### config.mk
export PLATFORM = sky130hd
export DESIGN_NAME = column_strip_max_reduce_unit
export DESIGN_NICKNAME = d
export VERILOG_FILES = /design/src/csmr_pkg.sv /design/src/column_strip_max_reduce_unit.sv /design/src/csmr_divider.sv /design/src/csmr_front.sv /design/src/csmr_back.sv
export SDC_FILE = /design/constraint.sdc
export NUM_CORES = 2
export LEC_CHECK = 0
export ABC_AREA = 1
export BUFFER_PORTS_ARGS = -buffer_cell sky130_fd_sc_hd__buf_2
export CAP_MARGIN = 0
export CORE_MARGIN = 2
export CORE_UTILIZATION = 35
export CTS_CLUSTER_SIZE = 14
export DETAILED_ROUTE_END_ITERATION = 7
export MAX_ROUTING_LAYER = met4
export PLACE_DENSITY_LB_ADDON = 0.05
export RECOVER_POWER = 25
export SLEW_MARGIN = 20
export SYNTH_ARGS = -nofsm -noshare
export SYNTH_HDL_FRONTEND = slang
export SYNTH_SLANG_ARGS = --single-unit
### constraint.sdc
create_clock -name aclk -period 44.8 [get_ports aclk]
set_clock_uncertainty 0.05 [all_clocks]
set_input_delay 8.96 -clock aclk [delete_from_list [all_inputs] [get_ports aclk]]
set_output_delay 8.96 -clock aclk [all_outputs]
set_load 0.05 [all_outputs]
### src/csmr_pkg.sv
package csmr_pkg;

    localparam int CFG_W = 10;
    localparam int BLK_W = 5;

    localparam logic [1:0] REG_ROW_WIDTH   = 2'd0;
    localparam logic [1:0] REG_ROW_COUNT   = 2'd1;
    localparam logic [1:0] REG_BLOCK_COUNT = 2'd2;

    localparam int RESET_ROW_WIDTH   = 520;
    localparam int RESET_ROW_COUNT   = 80;
    localparam int RESET_BLOCK_COUNT = 7;

    // Frame geometry as the front end sees it
    typedef struct packed {
        logic [CFG_W-1:0] width;
        logic [CFG_W-1:0] rows;
        logic [CFG_W-1:0] base;
    } geom_t;

endpackage

### src/column_strip_max_reduce_unit.sv
// Channel   Dir  Ports     Contents (low bit first)
// s_axis    in   tdata     depth_sample
// m_axis    out  tdata     strip_index, max_value;  tlast = last_strip
// apb       in   paddr     row_width @0x0, row_count @0x4, block_count @0x8
//
// One sample per cycle; the strip compare and the position counters finish in the
// accepting cycle. The results of a frame leave one per cycle while m_axis_tready
// is high, from a drain bank, with one more frame held in a pending slot;
// s_axis_tready drops while both are occupied. A mapped register write stalls the
// input while the serial divider (one quotient bit per cycle) finds strip widths.
// Reset is synchronous on aresetn low and restores the reset geometry at once.
module column_strip_max_reduce_unit #(
    parameter int MAX_STRIPS    = 16,
    parameter int SAMPLE_BITS   = 16,
    parameter int MAX_ROW_WIDTH = 1024,
    localparam int SIW   = (MAX_STRIPS > 1) ? $clog2(MAX_STRIPS) : 1,
    localparam int IN_W  = ((SAMPLE_BITS + 7) / 8) * 8,
    localparam int OUT_W = ((SIW + SAMPLE_BITS + 7) / 8) * 8
) (
    input  logic             aclk,
    input  logic             aresetn,
    input  logic             s_axis_tvalid,
    output logic             s_axis_tready,
    input  logic [IN_W-1:0]  s_axis_tdata,   // depth_sample
    output logic             m_axis_tvalid,
    input  logic             m_axis_tready,
    output logic [OUT_W-1:0] m_axis_tdata,   // strip_index, max_value
    output logic             m_axis_tlast,
    input  logic             psel,
    input  logic             penable,
    input  logic             pwrite,
    input  logic [3:0]       paddr,
    input  logic [31:0]      pwdata,
    output logic [31:0]      prdata,
    output logic             pready
);

    localparam int CW   = csmr_pkg::CFG_W;
    localparam int BW   = csmr_pkg::BLK_W;
    localparam int SCW  = $clog2(MAX_STRIPS + 1);
    localparam int WMAX = (MAX_ROW_WIDTH - 1 > 1023) ? 1023 : MAX_ROW_WIDTH - 1;
    localparam int RST_W = (csmr_pkg::RESET_ROW_WIDTH > WMAX) ? WMAX
                                                               : csmr_pkg::RESET_ROW_WIDTH;
    localparam int RST_B = (csmr_pkg::RESET_BLOCK_COUNT > MAX_STRIPS) ? MAX_STRIPS
                                                                       : csmr_pkg::RESET_BLOCK_COUNT;
    localparam int RST_BASE = RST_W / RST_B;
    localparam int RST_WIDE = RST_W % RST_B;

    logic [CW-1:0]  row_width_reg;
    logic [CW-1:0]  row_count_reg;
    logic [BW-1:0]  block_count_reg;
    logic           start_reg;
    logic           cfg_we;
    logic           cfg_hit;
    logic [1:0]     cfg_idx;
    logic [CW-1:0]  eff_width;
    logic [CW-1:0]  eff_rows;
    logic [7:0]     blk_ext;
    logic [SCW-1:0] eff_strips;
    logic           div_busy;
    logic [CW-1:0]  div_quo;
    logic [SCW-1:0] div_rem;
    csmr_pkg::geom_t geom;
    logic           in_accept;
    logic           push;
    logic           q_full;
    logic [MAX_STRIPS*SAMPLE_BITS-1:0] snap;
    logic [SIW-1:0] out_index;
    logic [SAMPLE_BITS-1:0] out_value;

    assign pready  = 1'b1;
    assign cfg_idx = paddr[3:2];
    assign cfg_we  = psel && penable && pwrite;
    assign cfg_hit = cfg_we && (cfg_idx == csmr_pkg::REG_ROW_WIDTH ||
                                cfg_idx == csmr_pkg::REG_ROW_COUNT ||
                                cfg_idx == csmr_pkg::REG_BLOCK_COUNT);

    always_ff @(posedge aclk) begin
        if (!aresetn) begin
            row_width_reg   <= CW'(csmr_pkg::RESET_ROW_WIDTH);
            row_count_reg   <= CW'(csmr_pkg::RESET_ROW_COUNT);
            block_count_reg <= BW'(csmr_pkg::RESET_BLOCK_COUNT);
            start_reg       <= 1'b0;
        end else begin
            start_reg <= cfg_hit;
            if (cfg_we) begin
                case (cfg_idx)
                    csmr_pkg::REG_ROW_WIDTH:   row_width_reg   <= pwdata[CW-1:0];
                    csmr_pkg::REG_ROW_COUNT:   row_count_reg   <= pwdata[CW-1:0];
                    csmr_pkg::REG_BLOCK_COUNT: block_count_reg <= pwdata[BW-1:0];
                    default: ;
                endcase
            end
        end
    end

    always_comb begin
        case (cfg_idx)
            csmr_pkg::REG_ROW_WIDTH:   prdata = 32'(row_width_reg);
            csmr_pkg::REG_ROW_COUNT:   prdata = 32'(row_count_reg);
            csmr_pkg::REG_BLOCK_COUNT: prdata = 32'(block_count_reg);
            default:                   prdata = '0;
        endcase
    end

    // Zero counts act as one; clamp width and strip count to what the hardware holds
    always_comb begin
        if (row_width_reg == '0) begin
            eff_width = CW'(1);
        end else if (row_width_reg > CW'(WMAX)) begin
            eff_width = CW'(WMAX);
        end else begin
            eff_width = row_width_reg;
        end
        eff_rows = (row_count_reg == '0) ? CW'(1) : row_count_reg;
        blk_ext  = 8'(block_count_reg);
        if (blk_ext == '0) begin
            eff_strips = SCW'(1);
        end else if (blk_ext > 8'(MAX_STRIPS)) begin
            eff_strips = SCW'(MAX_STRIPS);
        end else begin
            eff_strips = blk_ext[SCW-1:0];
        end
    end

    csmr_divider #(
        .DVD_W     (CW),
        .DVS_W     (SCW),
        .RESET_QUO (RST_BASE),
        .RESET_REM (RST_WIDE)
    ) u_div (
        .aclk      (aclk),
        .aresetn   (aresetn),
        .start     (start_reg),
        .dividend  (eff_width),
        .divisor   (eff_strips),
        .busy      (div_busy),
        .quotient  (div_quo),
        .remainder (div_rem)
    );

    assign geom.width = eff_width;
    assign geom.rows  = eff_rows;
    assign geom.base  = div_quo;

    assign s_axis_tready = !start_reg && !div_busy && !q_full;
    assign in_accept     = s_axis_tvalid && s_axis_tready;

    csmr_front #(
        .SAMPLE_BITS (SAMPLE_BITS),
        .MAX_STRIPS  (MAX_STRIPS),
        .SIW         (SIW)
    ) u_front (
        .aclk    (aclk),
        .aresetn (aresetn),
        .restart (start_reg),
        .geom    (geom),
        .wide    (div_rem[SIW-1:0]),
        .accept  (in_accept),
        .sample  (s_axis_tdata[SAMPLE_BITS-1:0]),
        .push    (push),
        .snap    (snap)
    );

    csmr_back #(
        .SAMPLE_BITS (SAMPLE_BITS),
        .MAX_STRIPS  (MAX_STRIPS),
        .SIW         (SIW),
        .SCW         (SCW)
    ) u_back (
        .aclk      (aclk),
        .aresetn   (aresetn),
        .push      (push),
        .snap      (snap),
        .strips    (eff_strips),
        .full      (q_full),
        .out_valid (m_axis_tvalid),
        .out_ready (m_axis_tready),
        .out_index (out_index),
        .out_value (out_value),
        .out_last  (m_axis_tlast)
    );

    assign m_axis_tdata = OUT_W'({out_value, out_index});

`ifndef NO_ASSERTIONS
    a_frame_unbroken: assert property (@(posedge aclk) disable iff (!aresetn)
        m_axis_tvalid && m_axis_tready && !m_axis_tlast |=> m_axis_tvalid)
        else $error("strip results of a frame broke off before the last one");

    a_last_index: assert property (@(posedge aclk) disable iff (!aresetn)
        m_axis_tvalid && m_axis_tlast |-> out_index == SIW'(eff_strips - 1'b1))
        else $error("last strip flag on the wrong strip index");

    a_cfg_stall: assert property (@(posedge aclk) disable iff (!aresetn)
        cfg_hit |=> !s_axis_tready)
        else $error("input taken while strip widths are recomputed");
`endif

endmodule

### src/csmr_divider.sv
module csmr_divider #(
    parameter int DVD_W     = 10,
    parameter int DVS_W     = 5,
    parameter int RESET_QUO = 74,
    parameter int RESET_REM = 2
) (
    input  logic             aclk,
    input  logic             aresetn,
    input  logic             start,
    input  logic [DVD_W-1:0] dividend,
    input  logic [DVS_W-1:0] divisor,
    output logic             busy,
    output logic [DVD_W-1:0] quotient,
    output logic [DVS_W-1:0] remainder
);

    localparam int CNT_W = $clog2(DVD_W + 1);

    logic [DVD_W-1:0] quo_reg, quo_next;
    logic [DVS_W-1:0] rem_reg, rem_next;
    logic [DVS_W-1:0] dvs_reg, dvs_next;
    logic [CNT_W-1:0] cnt_reg, cnt_next;
    logic [DVS_W:0]   shifted;
    logic [DVS_W:0]   diff;
    logic             ge;

    // One quotient bit per cycle, restoring form
    always_comb begin
        shifted  = {rem_reg, quo_reg[DVD_W-1]};
        diff     = shifted - {1'b0, dvs_reg};
        ge       = (shifted >= {1'b0, dvs_reg});
        quo_next = quo_reg;
        rem_next = rem_reg;
        dvs_next = dvs_reg;
        cnt_next = cnt_reg;
        if (start) begin
            quo_next = dividend;
            rem_next = '0;
            dvs_next = divisor;
            cnt_next = CNT_W'(DVD_W);
        end else if (cnt_reg != '0) begin
            quo_next = {quo_reg[DVD_W-2:0], ge};
            rem_next = ge ? diff[DVS_W-1:0] : shifted[DVS_W-1:0];
            cnt_next = cnt_reg - 1'b1;
        end
    end

    always_ff @(posedge aclk) begin
        if (!aresetn) begin
            quo_reg <= DVD_W'(RESET_QUO);
            rem_reg <= DVS_W'(RESET_REM);
            dvs_reg <= '0;
            cnt_reg <= '0;
        end else begin
            quo_reg <= quo_next;
            rem_reg <= rem_next;
            dvs_reg <= dvs_next;
            cnt_reg <= cnt_next;
        end
    end

    assign busy      = (cnt_reg != '0);
    assign quotient  = quo_reg;
    assign remainder = rem_reg;

endmodule

### src/csmr_front.sv
module csmr_front #(
    parameter int SAMPLE_BITS = 16,
    parameter int MAX_STRIPS  = 16,
    parameter int SIW         = 4
) (
    input  logic                              aclk,
    input  logic                              aresetn,
    input  logic                              restart,
    input  csmr_pkg::geom_t                   geom,
    input  logic [SIW-1:0]                    wide,
    input  logic                              accept,
    input  logic signed [SAMPLE_BITS-1:0]     sample,
    output logic                              push,
    output logic [MAX_STRIPS*SAMPLE_BITS-1:0] snap
);

    localparam int CW = csmr_pkg::CFG_W;
    localparam logic signed [SAMPLE_BITS-1:0] MOST_NEG = {1'b1, {(SAMPLE_BITS-1){1'b0}}};

    logic signed [SAMPLE_BITS-1:0] max_reg  [MAX_STRIPS];
    logic signed [SAMPLE_BITS-1:0] max_next [MAX_STRIPS];
    logic signed [SAMPLE_BITS-1:0] upd      [MAX_STRIPS];
    logic [CW-1:0]  col_reg, col_next;
    logic [CW-1:0]  row_reg, row_next;
    logic [CW-1:0]  off_reg, off_next;
    logic [SIW-1:0] cur_reg, cur_next;
    logic [CW:0]    width_here;
    logic [CW:0]    off_inc;
    logic           col_last;
    logic           row_last;
    logic           frame_end;

    assign col_last  = (col_reg == geom.width - 1'b1);
    assign row_last  = (row_reg == geom.rows - 1'b1);
    assign frame_end = accept && col_last && row_last;
    assign push      = frame_end;

    always_comb begin
        for (int i = 0; i < MAX_STRIPS; i++) begin
            upd[i] = (accept && cur_reg == SIW'(i) && sample > max_reg[i]) ? sample : max_reg[i];
            max_next[i] = (restart || frame_end) ? MOST_NEG : upd[i];
            snap[i*SAMPLE_BITS +: SAMPLE_BITS] = upd[i];
        end
    end

    always_comb begin
        width_here = {1'b0, geom.base} + {{CW{1'b0}}, (cur_reg < wide)};
        off_inc    = {1'b0, off_reg} + 1'b1;
        col_next   = col_reg;
        row_next   = row_reg;
        off_next   = off_reg;
        cur_next   = cur_reg;
        if (restart) begin
            col_next = '0;
            row_next = '0;
            off_next = '0;
            cur_next = '0;
        end else if (accept) begin
            // advance to the next strip once this one is full
            if (off_inc >= width_here) begin
                off_next = '0;
                cur_next = cur_reg + 1'b1;
            end else begin
                off_next = off_inc[CW-1:0];
            end
            if (col_last) begin
                col_next = '0;
                off_next = '0;
                cur_next = '0;
                row_next = row_last ? '0 : row_reg + 1'b1;
            end else begin
                col_next = col_reg + 1'b1;
            end
        end
    end

    always_ff @(posedge aclk) begin
        if (!aresetn) begin
            col_reg <= '0;
            row_reg <= '0;
            off_reg <= '0;
            cur_reg <= '0;
            for (int i = 0; i < MAX_STRIPS; i++) begin
                max_reg[i] <= MOST_NEG;
            end
        end else begin
            col_reg <= col_next;
            row_reg <= row_next;
            off_reg <= off_next;
            cur_reg <= cur_next;
            for (int i = 0; i < MAX_STRIPS; i++) begin
                max_reg[i] <= max_next[i];
            end
        end
    end

endmodule

### src/csmr_back.sv
module csmr_back #(
    parameter int SAMPLE_BITS = 16,
    parameter int MAX_STRIPS  = 16,
    parameter int SIW         = 4,
    parameter int SCW         = 5
) (
    input  logic                              aclk,
    input  logic                              aresetn,
    input  logic                              push,
    input  logic [MAX_STRIPS*SAMPLE_BITS-1:0] snap,
    input  logic [SCW-1:0]                    strips,
    output logic                              full,
    output logic                              out_valid,
    input  logic                              out_ready,
    output logic [SIW-1:0]                    out_index,
    output logic [SAMPLE_BITS-1:0]            out_value,
    output logic                              out_last
);

    localparam int SNAP_W = MAX_STRIPS * SAMPLE_BITS;

    logic              pend_valid_reg, pend_valid_next;
    logic [SNAP_W-1:0] pend_reg;
    logic [SNAP_W-1:0] drain_reg, drain_next;
    logic [SCW-1:0]    left_reg, left_next;
    logic [SIW-1:0]    idx_reg, idx_next;
    logic              pop;
    logic              load;

    assign pop  = (left_reg != '0) && out_ready;
    // refill the drain bank when it is empty or on the cycle its last item leaves
    assign load = pend_valid_reg && ((left_reg == '0) || (pop && left_reg == SCW'(1)));

    always_comb begin
        pend_valid_next = pend_valid_reg;
        drain_next      = drain_reg;
        left_next       = left_reg;
        idx_next        = idx_reg;
        // a new frame may land in the slot that is being handed to the drain bank
        if (push) begin
            pend_valid_next = 1'b1;
        end else if (load) begin
            pend_valid_next = 1'b0;
        end
        if (load) begin
            drain_next = pend_reg;
            left_next  = strips;
            idx_next   = '0;
        end else if (pop) begin
            drain_next = drain_reg >> SAMPLE_BITS;
            left_next  = left_reg - 1'b1;
            idx_next   = idx_reg + 1'b1;
        end
    end

    always_ff @(posedge aclk) begin
        if (!aresetn) begin
            pend_valid_reg <= 1'b0;
            left_reg       <= '0;
            idx_reg        <= '0;
        end else begin
            pend_valid_reg <= pend_valid_next;
            left_reg       <= left_next;
            idx_reg        <= idx_next;
        end
    end

    always_ff @(posedge aclk) begin
        if (push) begin
            pend_reg <= snap;
        end
        drain_reg <= drain_next;
    end

    assign full      = pend_valid_reg && !load;
    assign out_valid = (left_reg != '0);
    assign out_index = idx_reg;
    assign out_value = drain_reg[SAMPLE_BITS-1:0];
    assign out_last  = (left_reg == SCW'(1));

endmodule

# Word level (Yosys, flattened, before mapping)
# Memories as Yosys holds them, arrays and structs flattened.
# Index checks and enable logic that the tools add are counted.
# word_totals
ff_bits	606
n_memories	1
out_inout_bits	60
ram_bits	256
word_cells	235
input_bits	59
# mem_list
name	words	word_bits	read_ports	rd_clocked_by_memory_dff	wr	line	rtl
u_front.max_reg	16	16	16	0	16	csmr_front.sv:20	logic signed [SAMPLE_BITS-1:0] max_reg [MAX_STRIPS];
# classes
order_cmp	21
n_addsub	11
bitwise	17
eq_ne	20
reduce_logical	71
mux	75
# ops
cell	count
16-bit two-way mux	48
256-bit two-way mux	2
16-bit greater-than comparator	16
10-bit two-way mux	9
1-bit logical AND	44
4-bit == test (second input constant)	8
10-bit case mux with 3 select lines	1
5-bit two-way mux	5
10-bit by 1-bit adder with 10-bit output (second input constant)	2
10-bit == test	2
10-bit zero test	2
10-bit by 1-bit subtractor with 10-bit output (second input constant)	2
4-bit by 3-bit == test with 1-bit output (second input constant)	4
4-bit two-way mux	4
1-bit OR	16
10-bit by 1-bit adder with 11-bit output	1
10-bit by 1-bit adder with 11-bit output (second input constant)	1
11-bit greater-or-equal comparator	1
10-bit greater-than comparator (second input constant)	1
5-bit zero test	2
2-bit AND reduction	5
4-bit by 1-bit adder with 4-bit output (second input constant)	2
4-bit by 2-bit == test with 1-bit output (second input constant)	2
2-bit nonzero test	4
20 further kinds	31

# Longest topological paths before layout
# depth
word_depth	15
depth_mapped	23

# By module
# Synthesis repeated with hierarchy kept, for this count alone.
# unflattened
hier_cells	5078
hier_area_um2	43255.2
# modules_own_cells
module	area_each_um2	instances	cells_each
csmr_front	20714.9	1	3196
csmr_back	19698.9	1	1454
column_strip_max_reduce_unit	1622.8	1	258
csmr_divider	1218.7	1	170

# Worst setup path after synthesis
# Ideal clock, no wire load.
# synth_timing
kind	input to output
start	input paddr[2]
end	output prdata[7]
path_buffers	0
setup_slack_ps	25279
required_time_ps	35790
cell_stages	4
arrival_time_ps	10511
cell_sequence	inv_1 -> nor2_1 -> inv_1 -> o21ai_0
# synth_via
elab_chain_len	2
# synth_lines
element	line	rtl
start: declaration	column_strip_max_reduce_unit.sv:32	input logic [3:0] paddr,
2-bit == test (tied with other cells)	column_strip_max_reduce_unit.sv:98	case (cfg_idx)
10-bit case mux with 3 select lines (*)	column_strip_max_reduce_unit.sv:98	
end: declaration	column_strip_max_reduce_unit.sv:34	output logic [31:0] prdata,
# Mark *: on every way between the ends. The rest lies on a longest branch, timed or not.

# Worst setup path in the final report
# Ends and elaborated chain as after synthesis.

==> reports/summary.txt <==
GR peak layer = met2
failing checks = max-capacitance violations, max-slew violations
share of layout cells above drive strength 1 = 6.033%
post-synth top area cell = edfxtp_1
GRT Residual Overflow = 0
asr flop ratio synth = 0%
Layout fillers = 12030
Initial Util = 35.40%
RSZ-0062 raised after global routing = no
maximum vdd drop = 0.03348 mV
Final Hold Fails = 0
setup_tns = 0 ns
Detail Placement HPWL = 69710 um
nets = 5183
Total Routing Usage GR = 18.45%
Vias/cell = 4.590
Yosys top cell area share = 36.69%
Longest Clk Path Bufs = 3
Syn. warnings = 0
Die X = 350.0 um
gpl congestion = 0.8168
root buffer cell = clkbuf_16
DRC errors left = 0
Final Slew Violations = 457
global-route wire length before repair = 169800 um
CP arrival = 10.16 ns
status = finished, violations left
crit path time final = 19.17 ns
Post-Syn Instances = 4807
largest family of logic cells by synthesized area = simple AND/OR/NAND/NOR gates
Achievable Freq = 0.05217 GHz
Iter 0 DRT Violations = 1507
Core ar. = 118400 um2
synthesis-stage register bit count = 862
post-CTS sizing = 0
xor-xnor portion of the synthesized cell area = 0.9823%
Hold WC Path Type = flop to flop
synthesis-to-layout area growth = 11.86%
Die H = 350.0 um
Post-synth EDFFs = 512
Req. time, crit path = 35.79 ns
slew of the pin with the lowest slew margin = 8.003 ns
CP Class = input pin to output pin
Pleak = 21.68 nW
postcts setup bufs = 0
final antenna-violating net count = 0
GR Util met1 = 23.62%
met3 Track Usage GR = 2.672%
Avg WL per Cell = 16.71 um
power per standard cell area = 50.26 nW/um2
vias in the first global route = 29280
compound-cell area share of the yosys netlist = 7.524%
H-Tree Depth = 3
count of input and output buffers = 67
largest net degree at the start of global routing = 147
CTS tree = built
crit path capture type = output pin
simple-gate area share of the yosys netlist = 20.33%
CTS Hold Bufs = 0
Tot Pwr = 2.356 mW
clk slew on worst S/H paths = 0.05 ns
antenna violations before repair = 4
post-synth cell types = 55
die area = 122500 um2
Initial DRT Pass Iterations = 5
met2 GRT Util = 31.02%
clock net sink count = 862
adder-cell share of the synthesized area = 8.676%
max cap viols = 7
clock latency on the worst-skew pair = 0.67 ns
mapped cell area = 41910 um2
startpoint type of the worst setup path = input pin
Post-Syn Area per Cell = 8.718 um2
Slew headroom = -433.5%
top_reg_cell synth = edfxtp_1
total CTS buffers = 103
row count = 126
R2R Setup Slk = 34.85 ns
Routed WL = 109000 um
via count = 29940
Placed Cells = 6328
post-synthesis mux area share = 0%
peak fanout along the critical path = 8
Top Ports = 119
final std cells w/o fill = 6524
period utilisation layout = 42.78%
# setup viols final = 0
sequential area share after synthesis = 53.41%
Synth area leaders = edfxtp_1, dfxtp_1, nand2_1
[cells in the mapped netlist (6+ instances only)]
cell type and instances:
nand3_2 6, inv_1 697, o21ai_2 18, buf_6 17
buf_2 43, xnor2_1 11, xor2_1 36, dfxtp_1 350
o21ai_0 244, a31oi_1 13, or2_2 8, nor2_1 381
a21o_1 9, a21oi_1 210, clkbuf_1 102, nor3_1 35
nand3_1 122, o211ai_1 17, ha_1 289, o21bai_1 8
nand2_1 1453, nand4_1 76, o221ai_1 9, edfxtp_1 512
buf_4 48, o21ai_1 29
[cells in the final DEF, fill, tap and decap left out, drive strengths merged, types with 2 or more instances in the layout]
| cell type | netlist | layout |
|---|---|---|
| nor3b | 5 | 5 |
| dfxtp | 350 | 350 |
| o211ai | 17 | 17 |
| o2111ai | 3 | 3 |
| conb | 2 | 27 |
| bufinv | 0 | 9 |
| clkbuf | 102 | 172 |
| and3 | 2 | 2 |
| inv | 701 | 703 |
| a21boi | 2 | 2 |
| nand2 | 1459 | 1459 |
| nor3 | 38 | 38 |
| a21oi | 210 | 210 |
| a211oi | 2 | 2 |
| clkinv | 2 | 40 |
| nand3 | 129 | 129 |
| a21o | 9 | 9 |
| a31o | 3 | 3 |
| ha | 289 | 289 |
| or2 | 10 | 10 |
| o21ai | 291 | 291 |
| edfxtp | 512 | 512 |
| o31ai | 2 | 2 |
| nand4 | 76 | 76 |
| buf | 110 | 80 |
| xor2 | 36 | 36 |
| clkinvlp | 0 | 2 |
| o21bai | 8 | 8 |
| nand3b | 3 | 3 |
| a31oi | 13 | 13 |
| o22ai | 5 | 5 |
| xnor2 | 11 | 11 |
| nor4 | 2 | 2 |
| nor2 | 388 | 388 |
| o221ai | 9 | 9 |
[logic make-up (layout without fill, tap and decap cells)]
group           count (synthesis)  count (layout)
compound gates                578             578
xor+xnor                       47              47
fa+ha+maj                     290             290
buf+inv                       915            1006
flops                         862             862
other cells                     2              28
simple gates                 2113            2113
[path summary, 6_finish.rpt]
kind	depth (start not counted)	end	from
setup reg to reg	5	u_back.drain_reg[251]	u_back.left_reg[0]
hold / removal	1	u_div.cnt_reg[0]	u_div.cnt_reg[0]
hold reg to reg	1	u_div.cnt_reg[0]	u_div.cnt_reg[0]
setup / recovery	6	prdata[7]	paddr[2]
[worst max-delay path: stages]
cell and delay [ns]:
clkbuf_1 0.13, inv_1 0.07, nor2_1 0.38, inv_1 0.16, o21ai_0 0.18, buf_2 0.29
[metal layers]
metal / wire length [um] / vias to the layer above
li1: - / 15530
met1: 51730 / 13930
met2: 51640 / 350
met3: 3693 / 133
met4: 1925 / 0
met5: 0 / -
[cell type report]
cell class | instances | area (um2) | share of cell area, %
sequential | 862 | 22380 | 47.75
antenna | 1 | 2.502 | 0.005338
timing repair buffer | 109 | 643.1 | 1.372
tap | 1600 | 2002 | 4.271
clock buffer | 143 | 2860 | 6.102
clock inverter | 51 | 496.7 | 1.060
inverter | 703 | 2649 | 5.651
multi-input combinational | 3055 | 15840 | 33.79
[where the power goes]
group	total [mW]	internal, mW	leakage (nW)	switching [mW]
Clock	0.838	0.497	1.66	0.341
Combinational	0.452	0.121	12.4	0.330
Sequential	1.07	1.02	7.61	0.0426
[metrics by stage]
stage                     hold slack [ns]  area, um2  worst slack, ns  util, %
after CTS                          0.4338      46940            25.70    39.65
after global placement             0.4180      43580            25.71    36.81
final                              0.4314      46880            25.63    39.59
after detailed placement           0.4209      43580            25.70    36.81
after floorplan                    0.3822      42000            25.28        -
after global routing               0.4566      46870            25.44    39.59
Power figures use the tool's default switching activity.
